<file path="src/rtl/uat_pkg.sv">
// shared constants, codes and control types for the unsorted array table
// depends on nothing; used by uat_ctrl, uat_dpath and unsorted_array_table
package uat_pkg;

   localparam int CAPACITY    = 128;
   localparam int VALUE_WIDTH = 8;
   localparam int ADDR_W      = $clog2(CAPACITY);
   localparam int CNT_W       = $clog2(CAPACITY + 1);

   // request codes
   localparam logic [1:0] OP_INSERT = 2'd0;
   localparam logic [1:0] OP_SEARCH = 2'd1;
   localparam logic [1:0] OP_DELETE = 2'd2;

   // status codes
   localparam logic [1:0] ST_OK   = 2'd0;
   localparam logic [1:0] ST_FULL = 2'd1;
   localparam logic [1:0] ST_NONE = 2'd2;

   // controller to datapath
   typedef struct packed {
      logic start;   // request transfer, latch it and clear scan state
      logic exec;    // first cycle of the request
      logic scan;    // walk the entries
      logic load;    // move the result into the output register
   } cmd_type;

   // datapath to controller
   typedef struct packed {
      logic [1:0] op;
      logic       scan_done;
      logic       out_free;
   } sts_type;

endpackage

</file>
<file path="src/rtl/unsorted_array_table.sv">
// top level of the unsorted array table: sequencer plus datapath
// depends on uat_pkg, uat_ctrl and uat_dpath
//
// Compact unsorted list of up to 128 byte values with a fill count. A request
// is insert (append at the end, or status full when 128 entries are held),
// search (lowest matching index, or status not found) or delete (remove every
// occurrence and close the gaps, keeping the order of what stays). Each
// request gives exactly one result carrying the status, the index and the
// entry count after the request. One request is worked on at a time: insert
// and the unused request code load their result after the first cycle with
// no walk; search and delete load it once the walk through the entry memory
// has ended, at one entry per cycle over its single registered read port
// (a search that hits stops early). A load waits while the output register
// is still held by a stalled result. The next request can be taken the cycle
// after the load. The result sits in an output register, so the next request
// can be taken while it waits. After reset the list is empty and no clearing
// pass is needed.

module unsorted_array_table (
   input  logic       clock,
   input  logic       reset,

   // request channel
   input  logic       req_valid,
   output logic       req_stall,
   input  logic [1:0] req_type,
   input  logic [7:0] req_value,

   // result channel
   output logic       rsp_valid,
   input  logic       rsp_stall,
   output logic [1:0] rsp_status,
   output logic [6:0] rsp_index,
   output logic [7:0] rsp_count
);

   // command and status between sequencer and datapath
   uat_pkg::cmd_type cmd;
   uat_pkg::sts_type sts;

   // sequencer: idle, first cycle, scan, wait for the output register
   uat_ctrl u_ctrl (
      .clock     (clock),
      .reset     (reset),
      .req_valid (req_valid),
      .req_stall (req_stall),
      .sts       (sts),
      .cmd       (cmd)
   );

   // datapath: entry memory, fill count, scan pointers, output register
   uat_dpath u_dpath (
      .clock      (clock),
      .reset      (reset),
      .cmd        (cmd),
      .sts        (sts),
      .req_type   (req_type),
      .req_value  (req_value),
      .rsp_valid  (rsp_valid),
      .rsp_stall  (rsp_stall),
      .rsp_status (rsp_status),
      .rsp_index  (rsp_index),
      .rsp_count  (rsp_count)
   );

endmodule

</file>
<file path="src/rtl/uat_ctrl.sv">
// request sequencer for the unsorted array table
// depends on uat_pkg
module uat_ctrl (
   input  logic              clock,
   input  logic              reset,
   input  logic              req_valid,
   output logic              req_stall,
   input  uat_pkg::sts_type  sts,
   output uat_pkg::cmd_type  cmd
);

   localparam logic [1:0] S_IDLE = 2'd0;
   localparam logic [1:0] S_EXEC = 2'd1;
   localparam logic [1:0] S_SCAN = 2'd2;
   localparam logic [1:0] S_DONE = 2'd3;

   logic [1:0] state_ff;
   logic [1:0] state_in;

   assign req_stall = (state_ff != S_IDLE);

   always_comb begin
      state_in  = state_ff;
      cmd       = '0;
      unique case (state_ff)
         S_IDLE: begin
            if (req_valid) begin
               cmd.start = 1'b1;
               state_in  = S_EXEC;
            end
         end
         S_EXEC: begin
            cmd.exec = 1'b1;
            if (sts.op == uat_pkg::OP_SEARCH || sts.op == uat_pkg::OP_DELETE) begin
               state_in = S_SCAN;
            end else begin
               state_in = S_DONE;
            end
         end
         S_SCAN: begin
            cmd.scan = 1'b1;
            if (sts.scan_done) begin
               state_in = S_DONE;
            end
         end
         S_DONE: begin
            if (sts.out_free) begin
               cmd.load = 1'b1;
               state_in = S_IDLE;
            end
         end
         default: begin
            state_in = S_IDLE;
         end
      endcase
   end

   always_ff @(posedge clock) begin
      if (reset) begin
         state_ff <= S_IDLE;
      end else begin
         state_ff <= state_in;
      end
   end

endmodule

</file>
<file path="src/rtl/uat_dpath.sv">
// entry memory, fill count, scan pointers and output register of the table
// depends on uat_pkg
module uat_dpath (
   input  logic              clock,
   input  logic              reset,
   input  uat_pkg::cmd_type  cmd,
   output uat_pkg::sts_type  sts,
   input  logic [1:0]        req_type,
   input  logic [7:0]        req_value,
   output logic              rsp_valid,
   input  logic              rsp_stall,
   output logic [1:0]        rsp_status,
   output logic [6:0]        rsp_index,
   output logic [7:0]        rsp_count
);

   localparam int AW = uat_pkg::ADDR_W;
   localparam int CW = uat_pkg::CNT_W;
   localparam int VW = uat_pkg::VALUE_WIDTH;

   logic [VW-1:0] mem [uat_pkg::CAPACITY];

   logic [1:0]    op_ff;
   logic [VW-1:0] val_ff;
   logic [CW-1:0] fill_ff;
   logic [CW-1:0] rd_idx_ff;
   logic          pend_ff;
   logic [AW-1:0] pidx_ff;
   logic [VW-1:0] rdata_ff;
   logic [CW-1:0] wr_ptr_ff;
   logic          hit_ff;
   logic [AW-1:0] first_ff;
   logic [1:0]    res_status_ff;
   logic [AW-1:0] res_index_ff;
   logic          rsp_valid_ff;
   logic [1:0]    rsp_status_ff;
   logic [6:0]    rsp_index_ff;
   logic [7:0]    rsp_count_ff;

   logic          is_search;
   logic          is_delete;
   logic          full;
   logic          issue;
   logic          match;
   logic          ins_we;
   logic          del_we;
   logic          mem_we;
   logic [AW-1:0] mem_waddr;
   logic [VW-1:0] mem_wdata;
   logic [1:0]    fin_status;
   logic [AW-1:0] fin_index;

   assign is_search = (op_ff == uat_pkg::OP_SEARCH);
   assign is_delete = (op_ff == uat_pkg::OP_DELETE);
   assign full      = (fill_ff >= CW'(uat_pkg::CAPACITY));

   // one read per cycle while entries remain; a search stops once it has a hit
   assign issue  = cmd.scan && (rd_idx_ff < fill_ff) && !(is_search && hit_ff);
   assign match  = pend_ff && (rdata_ff == val_ff);

   assign ins_we = cmd.exec && (op_ff == uat_pkg::OP_INSERT) && !full;
   assign del_we = cmd.scan && is_delete && pend_ff && !match;

   assign mem_we    = ins_we || del_we;
   assign mem_waddr = ins_we ? fill_ff[AW-1:0] : wr_ptr_ff[AW-1:0];
   assign mem_wdata = ins_we ? val_ff : rdata_ff;

   always_comb begin
      if (is_search || is_delete) begin
         fin_status = hit_ff ? uat_pkg::ST_OK : uat_pkg::ST_NONE;
         fin_index  = hit_ff ? first_ff : '0;
      end else begin
         fin_status = res_status_ff;
         fin_index  = res_index_ff;
      end
   end

   assign sts.op        = op_ff;
   assign sts.scan_done = !issue && !pend_ff;
   assign sts.out_free  = !rsp_valid_ff || !rsp_stall;

   // entry memory: one write port, one registered read port
   always_ff @(posedge clock) begin
      if (mem_we) begin
         mem[mem_waddr] <= mem_wdata;
      end
      if (issue) begin
         rdata_ff <= mem[rd_idx_ff[AW-1:0]];
      end
   end

   // request and scan payload
   always_ff @(posedge clock) begin
      if (cmd.start) begin
         op_ff     <= req_type;
         val_ff    <= req_value[VW-1:0];
         rd_idx_ff <= '0;
         wr_ptr_ff <= '0;
      end else begin
         if (issue) begin
            rd_idx_ff <= rd_idx_ff + CW'(1);
            pidx_ff   <= rd_idx_ff[AW-1:0];
         end
         if (del_we) begin
            wr_ptr_ff <= wr_ptr_ff + CW'(1);
         end
      end
      if (cmd.scan && match && !hit_ff) begin
         first_ff <= pidx_ff;
      end
      if (cmd.exec) begin
         if (op_ff == uat_pkg::OP_INSERT && full) begin
            res_status_ff <= uat_pkg::ST_FULL;
            res_index_ff  <= '0;
         end else if (op_ff == uat_pkg::OP_INSERT) begin
            res_status_ff <= uat_pkg::ST_OK;
            res_index_ff  <= fill_ff[AW-1:0];
         end else begin
            res_status_ff <= uat_pkg::ST_OK;
            res_index_ff  <= '0;
         end
      end
      if (cmd.load) begin
         rsp_status_ff <= fin_status;
         rsp_index_ff  <= 7'(fin_index);
         rsp_count_ff  <= is_delete ? 8'(wr_ptr_ff) : 8'(fill_ff);
      end
   end

   // control state
   always_ff @(posedge clock) begin
      if (reset) begin
         fill_ff      <= '0;
         pend_ff      <= 1'b0;
         hit_ff       <= 1'b0;
         rsp_valid_ff <= 1'b0;
      end else begin
         if (cmd.start) begin
            pend_ff <= 1'b0;
            hit_ff  <= 1'b0;
         end else begin
            pend_ff <= issue;
            if (cmd.scan && match) begin
               hit_ff <= 1'b1;
            end
         end
         if (ins_we) begin
            fill_ff <= fill_ff + CW'(1);
         end else if (cmd.load && is_delete) begin
            fill_ff <= wr_ptr_ff;
         end
         if (cmd.load) begin
            rsp_valid_ff <= 1'b1;
         end else if (!rsp_stall) begin
            rsp_valid_ff <= 1'b0;
         end
      end
   end

   assign rsp_valid  = rsp_valid_ff;
   assign rsp_status = rsp_status_ff;
   assign rsp_index  = rsp_index_ff;
   assign rsp_count  = rsp_count_ff;

endmodule
</file>
<file path="config.mk">
export PLATFORM = sky130hd
export DESIGN_NAME = unsorted_array_table
export DESIGN_NICKNAME = d
export VERILOG_FILES = /design/src/rtl/uat_pkg.sv /design/src/rtl/unsorted_array_table.sv /design/src/rtl/uat_ctrl.sv /design/src/rtl/uat_dpath.sv
export SDC_FILE = /design/constraint.sdc
export NUM_CORES = 1
export LEC_CHECK = 0
export ABC_AREA = 1
export BUFFER_PORTS_ARGS = -buffer_cell sky130_fd_sc_hd__buf_4
export CAP_MARGIN = 20
export CORE_AREA = 3 3 298 300
export CTS_BUF_LIST = sky130_fd_sc_hd__clkbuf_4
export CTS_CLUSTER_DIAMETER = 100
export DETAILED_ROUTE_END_ITERATION = 8
export DIE_AREA = 0 0 301 303
export PLACE_DENSITY = 0.7
export SLEW_MARGIN = 10
export SYNTH_ARGS = -nofsm -noshare
export SYNTH_HDL_FRONTEND = slang
export SYNTH_SLANG_ARGS = --single-unit
</file>
<file path="constraint.sdc">
create_clock -name clock -period 16.89 [get_ports clock]
set_input_delay 3.378 -clock clock [delete_from_list [all_inputs] [get_ports clock]]
set_output_delay 3.378 -clock clock [all_outputs]
set_load 0.05 [all_outputs]
</file>
==> results.py <==
metrics = {
    "status": {
        "status": "completed",
    },
    "timing": {
        "setup_viol_count_final": 0,
        "tightest_slew_ns": 1.16,
        "slew_violations": 0,
        "slew_headroom_pct": 22.4,
        "rsz0062_at_grt": "no",
        "worst_slack_ns": 11.43,
        "hold_viol": 0,
        "period_needed_ns": 5.46,
        "max_clock_freq_ghz": 0.183,
        "period_share_pct": 32.3,
        "hold_slack_ns": 0.373,
        "clock_skew_ns": 0.0870,
        "fin_tns_setup_ns": 0,
    },
    "die": {
        "dieArea_mm2": 0.0912,
        "die_x_um": 301,
        "rows": 108,
        "initial_core_util_pct": 54.9,
        "num_io_pins": 33,
        "die_h_um": 303,
        "core_mm2": 0.0865,
    },
    "routing": {
        "dr.pass1.iters": 7,
        "vias": 32654,
        "postRouteAntennaNets": 0,
        "finalWirelength_um": 117000,
        "drc": 0,
        "wl_per_cell_um": 19.6,
        "drt_iter0_markers": 3642,
        "avgViaCountPerCell": 5.45,
    },
    "pwr": {
        "cellLeakagePower_nw": 20.4,
        "peakVddDrop_mv": 0.0881,
        "p_per_area_mw_per_mm2": 130,
    },
    "synthesis": {
        "synth_flop_cell": "edfxtp_1",
        "synth_top_cell_area_share_pct": 68.4,
        "syn_inst": 4523,
        "synth_most_common_cell": "nand2_1",
        "synth_top_family_by_area": "simple AND/OR/NAND/NOR gates",
        "synth_seq_area_share_pct": 69.6,
        "synthTopCellsByArea": "edfxtp_1 (68%), nand2_1 (11%), nand3_1 (5.0%), nor2_1 (4.6%), inv_1 (3.1%)",
        "yosys.area_share.adder_pct": 0.501,
        "synthXorXnorAreaFrac_pct": 0.295,
        "synth-edff-count": 1081,
        "synthMuxAreaShare_pct": 0,
        "netlist_area_mm2": 0.0475,
        "avgSynthCellArea_um2": 10.5,
        "yosysTopAreaCell": "edfxtp_1",
        "synth_nets": 4556,
        "yosys.cell_types.count": 47,
        "synth.cells.most_frequent": "nand2_1 (1,355), edfxtp_1 (1,081), nor2_1 (581), nand3_1 (473), inv_1 (398)",
        "ys_ff_latch": 1110,
        "synth_compound_area_share_pct": 2.97,
        "synth-simple-area-share_pct": 21.1,
        "synthArstFlopShare_pct": 0,
        "yosys_warnings": 0,
    },
    "worst_setup_path": {
        "start_kind": "register",
        "arrival_ns": 2.08,
        "cp_max_fo": 5,
        "crit_required_ns": 13.51,
        "critPathKind": "reg2out",
        "cp-end-kind": "primary output",
    },
    "clock_network": {
        "cts_max_path_buffers": 4,
        "cts_setup_buffers": 0,
        "clk_latency_ns": 1.16,
        "clk_pin_slew_worst_paths_ns": 0.06,
        "cts-root-buf": "clkbuf_4",
        "hold_buffers": 0,
        "tritoncts": "done",
        "cts.sinks": 1110,
        "cts_buffers": 298,
        "htree_levels": 5,
        "cts_resized": 0,
    },
    "place": {
        "numPortBuffers": 32,
        "globalplace.congestion": 0.866,
        "place_inst": 5514,
        "place_hpwl_um": 65000,
        "post-place-ws_ns": 12.01,
    },
    "grt": {
        "grt_pass1_vias": 31566,
        "grt_usage_pct": 25.9,
        "grt_overflow_total": 0,
        "grt_max_degree": 193,
        "grt_pass1_wl_um": 179000,
        "antenna_found_initial": 3,
    },
    "worst_hold_path": {
        "min_path_type": "reg2reg",
    },
    "final_layout": {
        "num-nets-final": 4692,
        "fillers": 7100,
        "drive_above_1_share_pct": 11.6,
        "fin_cells": 5995,
        "area_growth_pct": 9.45,
    },
    "job": {
        "drv_cap": 0,
    },
}
[where the power goes]
| part | internal (mW) | switching, mW | total [mW] | leakage [nW] |
|---|---|---|---|---|
| sequential | 3.25 | 0.0413 | 3.29 | 9.97 |
| combinational | 0.286 | 0.970 | 1.26 | 8.29 |
| clock | 1.17 | 1.04 | 2.21 | 2.09 |
[logic make-up (layout without fill, tap and decap cells)]
logic type,after synthesis,after routing
XOR/XNOR,16,16
flip-flops,1110,1110
other,0,3
AO/OA/AOI/OAI,270,270
adder cells (fa/ha/maj),19,19
AND/OR/NAND/NOR,2462,2462
buffers and inverters,646,960
[placed cells by master, fill, tap and decap left out, types with 5 or more instances in the layout]
master and instances:
clkinv_1 47, nand2_1 1352, xor2_1 10, edfxtp_1 1081, nand2_2 12, xnor2_1 6, inv_2 15, nand4_1 5
dfxtp_1 26, inv_1 397, buf_4 64, nand3_1 473, o21ai_4 7, ha_1 19, clkbuf_4 423, and3_1 8
nor2_2 7, nor2_1 581, a21oi_1 44, o21ai_0 202
[path summary, 6_finish.rpt]
kind	depth (start not counted)	start	endpoint	slack (ns)
min	0	u_dpath.pidx_ff[5]	u_dpath.first_ff[5]	0.37
max reg2reg	11	u_dpath.rd_idx_ff[0]	u_dpath.rdata_ff[3]	12.43
min reg2reg	0	u_dpath.pidx_ff[5]	u_dpath.first_ff[5]	0.37
max	4	u_ctrl.state_ff[0]	req_stall	11.43
[sequential cells by signal, summed over array words and instances (netlist names), 8 cells and up]
name / flops
u_dpath.wr_ptr_ff: 8
u_dpath.val_ff: 8
u_dpath.rdata_ff: 8
u_dpath.fill_ff: 8
u_dpath.rd_idx_ff: 8
u_dpath.mem: 1024
u_dpath.rsp_count: 8
[routing by layer]
layer / vias up / GRT usage [%] / share of wire (%)
met5: - / 0 / 0
met4: 0 / 11.2 / 3.4
met3: 272 / 6.00 / 9.5
met1: 15456 / 34.2 / 40
li1: 15414 / - / -
met2: 1512 / 41.5 / 48
[final cells by class]
class	count	area [um^2]	share of cell area [%]
clock inverter	55	274	0.527
timing repair buffer	67	541	1.04
antenna	3	7.51	0.0144
multi-input combinational	2767	11900	22.9
sequential	1110	33100	63.6
inverter	415	1580	3.04
clock buffer	423	3180	6.11
tap	1155	1450	2.78
[critical path, stage by stage, from the launching register on]
cell and delay (ns):
dfxtp_1 0.37, inv_1 0.12, ha_1 0.22, inv_1 0.07, buf_4 0.19
[stage by stage]
stage                     instance area (um^2)  util (%)  power [mW]
final                                    52000      60.1        6.75
after global routing                     52000      60.1        7.09
after CTS                                52000      60.1        6.79
after detailed placement                 48500      56.1        4.59
after global placement                   48500      56.1        4.57
after floorplan                          47500         -        4.23
Note: power is estimated with default switching activity, not from simulation.
